[config.mk]
export PLATFORM = sky130hd
export DESIGN_NAME = zsm_mul
export DESIGN_NICKNAME = d
export VERILOG_FILES = /design/src/hdl/zipfian_sample_mapper_defines.svh /design/src/hdl/zsm_mul.sv
export SDC_FILE = /design/constraint.sdc
export NUM_CORES = 2
export LEC_CHECK = 0
export ABC_AREA = 1
export BUFFER_PORTS_ARGS = -buffer_cell sky130_fd_sc_hd__buf_2
export CORE_MARGIN = 1
export CORE_UTILIZATION = 61
export DETAILED_ROUTE_END_ITERATION = 8
export GPL_ROUTABILITY_DRIVEN = 0
export PLACE_DENSITY = 0.88
export SLEW_MARGIN = 30
export SYNTH_ARGS = -nofsm -noshare
export SYNTH_HDL_FRONTEND = slang
export SYNTH_SLANG_ARGS = --single-unit
[constraint.sdc]
create_clock -name clk_i -period 13.94 [get_ports clk_i]
set_input_delay 1.394 -clock clk_i [delete_from_list [all_inputs] [get_ports clk_i]]
set_output_delay 1.394 -clock clk_i [all_outputs]
set_load 0.03 [all_outputs]
[src/hdl/zipfian_sample_mapper_defines.svh]
// Assertion macros shared by the zipfian sample mapper RTL.
`ifndef ZIPFIAN_SAMPLE_MAPPER_DEFINES_SVH
`define ZIPFIAN_SAMPLE_MAPPER_DEFINES_SVH

// Same-cycle implication, sampled on clk_i, off during reset.
`define ZSM_ASSERT_NOW(label, ante, cons, msg) \
  label: assert property (@(posedge clk_i) disable iff (!rst_ni) (ante) |-> (cons)) \
    else $error(msg);

// Next-cycle implication, sampled on clk_i, off during reset.
`define ZSM_ASSERT_NEXT(label, ante, cons, msg) \
  label: assert property (@(posedge clk_i) disable iff (!rst_ni) (ante) |=> (cons)) \
    else $error(msg);

`endif

[src/hdl/zsm_mul.sv]
// Two-stage unsigned multiplier built from four registered partial products.
module zsm_mul #(
  parameter int unsigned AW = 33,
  parameter int unsigned BW = 33
) (
  input  logic             clk_i,
  input  logic             en_i,
  input  logic [AW-1:0]    a_i,
  input  logic [BW-1:0]    b_i,
  output logic [AW+BW-1:0] p_o
);

  localparam int unsigned AL = AW / 2;
  localparam int unsigned AH = AW - AL;
  localparam int unsigned BL = BW / 2;
  localparam int unsigned BH = BW - BL;
  localparam int unsigned PW = AW + BW;

  logic [AL+BL-1:0] ll_d, ll_q;
  logic [AL+BH-1:0] lh_d, lh_q;
  logic [AH+BL-1:0] hl_d, hl_q;
  logic [AH+BH-1:0] hh_d, hh_q;
  logic [PW-1:0]    p_d, p_q;

  assign ll_d = a_i[AL-1:0] * b_i[BL-1:0];
  assign lh_d = a_i[AL-1:0] * b_i[BW-1:BL];
  assign hl_d = a_i[AW-1:AL] * b_i[BL-1:0];
  assign hh_d = a_i[AW-1:AL] * b_i[BW-1:BL];

  assign p_d = PW'(ll_q) + (PW'(lh_q) << BL) + (PW'(hl_q) << AL) + (PW'(hh_q) << (AL + BL));

  always_ff @(posedge clk_i) begin
    if (en_i) begin
      ll_q <= ll_d;
      lh_q <= lh_d;
      hl_q <= hl_d;
      hh_q <= hh_d;
      p_q  <= p_d;
    end
  end

  assign p_o = p_q;

endmodule

======== Yosys cells after proc, flatten, opt, wreduce, memory -nomap -nowiden ========
Cells that the tools add are included.
word-level totals
  flip-flop bits (word level) ............. 198
  output and inout bits ................... 66
  input port bits ......................... 68
  bits in latches ......................... 0
  memories ................................ 0
  RAM bits ................................ 0
  bits in read-only memories .............. 0
cells by class
  divide/modulo/power cells ............... 0
  order comparisons ....................... 0
  muxes and demuxes ....................... 0
  equal/unequal tests ..................... 0
  bitwise gates (word level) .............. 0
  $mul .................................... 4
  shift operators ......................... 0
  add/subtract/negate cells ............... 3
  reductions and logical operators ........ 0
operator list
  kind                                            count
  51-bit by 66-bit adder with 66-bit output       1
  50-bit by 49-bit adder with 51-bit output       1
  32-bit by 49-bit adder with 50-bit output       1
  17-bit by 17-bit multiplier with 34-bit output  1
  16-bit by 17-bit multiplier with 33-bit output  1
  17-bit by 16-bit multiplier with 33-bit output  1
  16-bit by 16-bit multiplier with 32-bit output  1

======== Longest topological paths before layout ========
  word-level depth ........................ 3
  depth in mapped cells ................... 27

======== Least setup slack after synthesis ========
No wires, ideal clock.
  kind .................................... input-to-reg
  from .................................... input port a_i[23]
  to ...................................... register hh_q[32] (data pin)
  setup time .............................. 0.252 ns
  setup slack ............................. 7.493 ns
  stages on the path ...................... 24
  arrival time ............................ 6.195 ns
  cell sequence ........................... clkbuf_1 clkbuf_1 nand2_1 fa_1 inv_1 fa_1 inv_1 fa_1 inv_1 fa_1 fa_1 inv_1 fa_1 inv_1 ha_1 nand2_1 nor2_2 inv_1 nor3_2 nand2_1 nand2_1 nand2_1 nand3_1 nand2_1
between the ends
  longest elaborated chain between the ends .. 1
RTL lines
  what                                            line           RTL
  from (decl)                                     zsm_mul.sv:8   input logic [AW-1:0] a_i,
  17-bit by 17-bit multiplier with 34-bit output  zsm_mul.sv:28  assign hh_d = a_i[AW-1:AL] * b_i[BW-1:BL];
  net hh_d[32]                                    zsm_mul.sv:22  logic [AH+BH-1:0] hh_d, hh_q;
  to (signal assigned)                            zsm_mul.sv:37  hh_q <= hh_d;
  to (decl)                                       zsm_mul.sv:22
The timed path passes the listed nets, and every way through them passes these cells.
A chain may end at the register's enable or synchronous reset.

======== Worst setup path after layout ========
  from .................................... input port b_i[8]
  to ...................................... register hl_q[19] (data pin)
between the ends
  longest elaborated chain between the ends .. 1
RTL lines
  what                                            line           RTL
  from (decl)                                     zsm_mul.sv:9   input logic [BW-1:0] b_i,
  17-bit by 16-bit multiplier with 33-bit output  zsm_mul.sv:27  assign hl_d = a_i[AW-1:AL] * b_i[BL-1:0];
  net hl_d[19]                                    zsm_mul.sv:21  logic [AH+BL-1:0] hl_d, hl_q;
  to (signal assigned)                            zsm_mul.sv:36  hl_q <= hl_d;
  to (decl)                                       zsm_mul.sv:21
The timed path passes the listed nets, and every way through them passes these cells.

==> flow_metrics.py <==
metrics = {
    "setup_path": {
        "cpMostUsedCell": "fa_1",
        "worstPathArrival_ps": 7070,
        "crit_fanout": 33,
        "cp_data_required_time_ps": 14160,
        "crit_type": "input pin to register",
        "slowest_delay_ps": 710,
        "cp-end-kind": "register",
        "cp_num_buf_inv": 5,
        "cp-start-kind": "input pin",
        "cp_top_family": "adder cells",
        "cp_slowest_cell": "buf_2",
        "worstPathCellList": "buf_2 -> nand2_1 -> fa_1 -> fa_1 -> inv_1 -> fa_1 -> fa_1 -> fa_1 -> inv_1 -> fa_1 -> inv_1 -> ha_1 -> nand2_1 -> nor2_1 -> inv_1 -> nor3_1 -> a21oi_1 -> xnor2_1",
    },
    "cts": {
        "clk_latency_ps": 470,
        "cts_max_level": 4,
        "root_buffer": "clkbuf_16",
        "clockBufferDepth": 2,
        "cts.sinks": 198,
        "cts_made_buffers": 17,
        "clk_pin_slew_ps": 80,
        "cts_post_setup_buffers_inserted": 0,
        "cts_hold_buf": 0,
        "cts_tree": "done",
        "cts_resized": 0,
    },
    "drt": {
        "wl_per_cell_um": 18.2,
        "routed_via_density": 5.59,
        "wl_met3_mm": 18.5,
        "top_layer": "met5",
        "drcViolationCount": 0,
        "dr.pass1.iters": 9,
        "first_iter_violations": 5170,
        "m1WireLength_mm": 47.6,
        "num_vias": 40883,
        "dr_wl_met2_mm": 59.4,
        "routed_wl_mm": 133,
        "antenna_left": 0,
    },
    "synth": {
        "synth_cells": 6354,
        "yosysWarnings": 0,
        "synthArstFlopShare_pct": 0,
        "synth-main-ff-cell": "edfxtp_1",
        "synth_edf_count": 198,
        "yosysTopAreaCell": "fa_1",
        "synthTopCellsByArea": "fa_1, nand2_1, inv_1",
        "yosysTopAreaCellShare_pct": 35.9,
        "syn_nets": 7745,
        "yosys.cell_types.count": 31,
        "ys_seq_area_share_pct": 12.3,
        "avgSynthCellArea_sq_um": 7.63,
        "syn_area_sq_um": 48500,
        "ys_ff_latch": 198,
    },
    "place": {
        "hpwl_mm": 102,
        "numPortBuffers": 133,
        "dp.cells": 7281,
    },
    "job": {
        "max-cap-violations": 0,
    },
    "grt": {
        "overflow": 0,
        "grt_antenna_before_repair": 6,
        "track_usage_pct": 33.9,
        "grt_pass1_wl_mm": 216,
        "grt_pass1_vias": 42659,
        "grt_max_degree": 131,
    },
    "die": {
        "row_count": 103,
        "die_h_um": 284,
        "initial_core_util_pct": 61.6,
        "ios": 134,
        "core_sq_um": 78700,
        "die-area_sq_um": 80600,
        "die_w_um": 284,
    },
    "timing": {
        "hold_viol": 0,
        "tns_ps": 0,
        "finalClockSkew_ps": 20.8,
        "rsz0062_at_grt": "no",
        "tightestPinTransition_ps": 1060,
        "fin_crit_sh_pct": 49.2,
        "min_period_ps": 6850,
        "slew_violations": 0,
        "setup_violations": 0,
        "fmax_ghz": 0.146,
        "slew_headroom_pct": 29.6,
    },
    "min_path": {
        "worstHoldPathType": "register to register",
    },
    "cells_and_area": {
        "n_fill_cell": 6095,
        "nets": 7642,
        "final_util_pct": 63.7,
        "multiInputGateArea_sq_um": 34800,
        "areaGrowthSynthToFinish_pct": 3.53,
        "layout-drive-gt1-share_pct": 3.15,
        "seqCellArea_sq_um": 5950,
        "finalNonFillerCells": 7319,
    },
    "outcome": {
        "status": "finished clean",
    },
}
final timing paths:
check / slack, ps / endpoint / startpoint / depth (start not counted)
max: 7090 / hl_q[19]$_DFFE_PP_ / b_i[8] / 18
min: 420 / p_o[8]$_DFFE_PP_ / ll_q[8]$_DFFE_PP_ / 0
max reg2reg: 10770 / p_o[45]$_DFFE_PP_ / ll_q[17]$_DFFE_PP_ / 12
min reg2reg: 420 / p_o[8]$_DFFE_PP_ / ll_q[8]$_DFFE_PP_ / 0
synth_stat cells (2+ instances only):
| cell type | number |
|---|---|
| nand2_2 | 4 |
| o21a_1 | 11 |
| edfxtp_1 | 198 |
| o211ai_1 | 4 |
| nand3_2 | 3 |
| nor2_2 | 14 |
| a21oi_1 | 154 |
| nor3_1 | 37 |
| a21o_1 | 9 |
| xnor2_1 | 17 |
| xor2_1 | 77 |
| nand2_1 | 1942 |
| fa_1 | 868 |
| o21bai_1 | 7 |
| nor2_1 | 220 |
| ha_1 | 455 |
| inv_2 | 3 |
| nand3b_1 | 6 |
| clkbuf_1 | 264 |
| o21ai_0 | 74 |
| nand4_1 | 40 |
| nand2b_1 | 2 |
| inv_1 | 1799 |
| nand3_1 | 139 |
cell type report:
type / count / area share [%]
timing repair buffer: 142 / 1.52
antenna: 7 / 0.0349
clock inverter: 12 / 0.357
tap: 1050 / 2.62
multi-input combinational: 4090 / 69.3
inverter: 1802 / 13.5
sequential: 198 / 11.8
clock buffer: 18 / 0.855
registers in the layout, indices dropped and copies added, names as in the netlist:
signal	count
hl_q	33
hh_q	34
p_o	66
lh_q	33
ll_q	32
cells by family (layout without fill, tap and decap cells):
group	after synthesis	after routing	synth area share [%]
adders and majority gates	1323	1323	47.6
AOI/OAI and AO/OA	262	262	2.88
DFF	198	198	12.3
and+or+nand+nor	2411	2411	19.6
other	0	7	0
buffers and inverters	2066	1974	16.0
xor gates and xnor gates	94	94	1.70
per-layer routing:
metal	vias to the layer above	global-route usage, %
li1	18064	-
met3	520	6.93
met2	2988	53.3
met4	2	18.3
met5	-	0
met1	19309	44.2
stage by stage:
stage | area, sq um | setup WS (ps) | hold slack, ps
finish | 50200 | 7090 | 421
global route | 50200 | 6820 | 420
CTS | 50100 | 7240 | 420
detailed placement | 49500 | 6800 | 405
global placement | 49500 | 6950 | 401
floorplan | 48500 | 7490 | 400
cell usage in the layout, fill, tap and decap left out, types with 37 or more instances in the layout:
| master | synthesis | layout |
|---|---|---|
| nor3_1 | 37 | 37 |
| buf_2 | 0 | 132 |
| nor2_1 | 220 | 220 |
| ha_1 | 455 | 455 |
| o21ai_0 | 74 | 74 |
| a21oi_1 | 154 | 154 |
| fa_1 | 868 | 868 |
| nand4_1 | 40 | 40 |
| edfxtp_1 | 198 | 198 |
| nand2_1 | 1942 | 1942 |
| nand3_1 | 139 | 139 |
| xor2_1 | 77 | 77 |
| inv_1 | 1799 | 1799 |
Power is left out: the tool's default activity adds up to more than one toggle a clock period on the data nets, which glitch-free logic cannot reach.
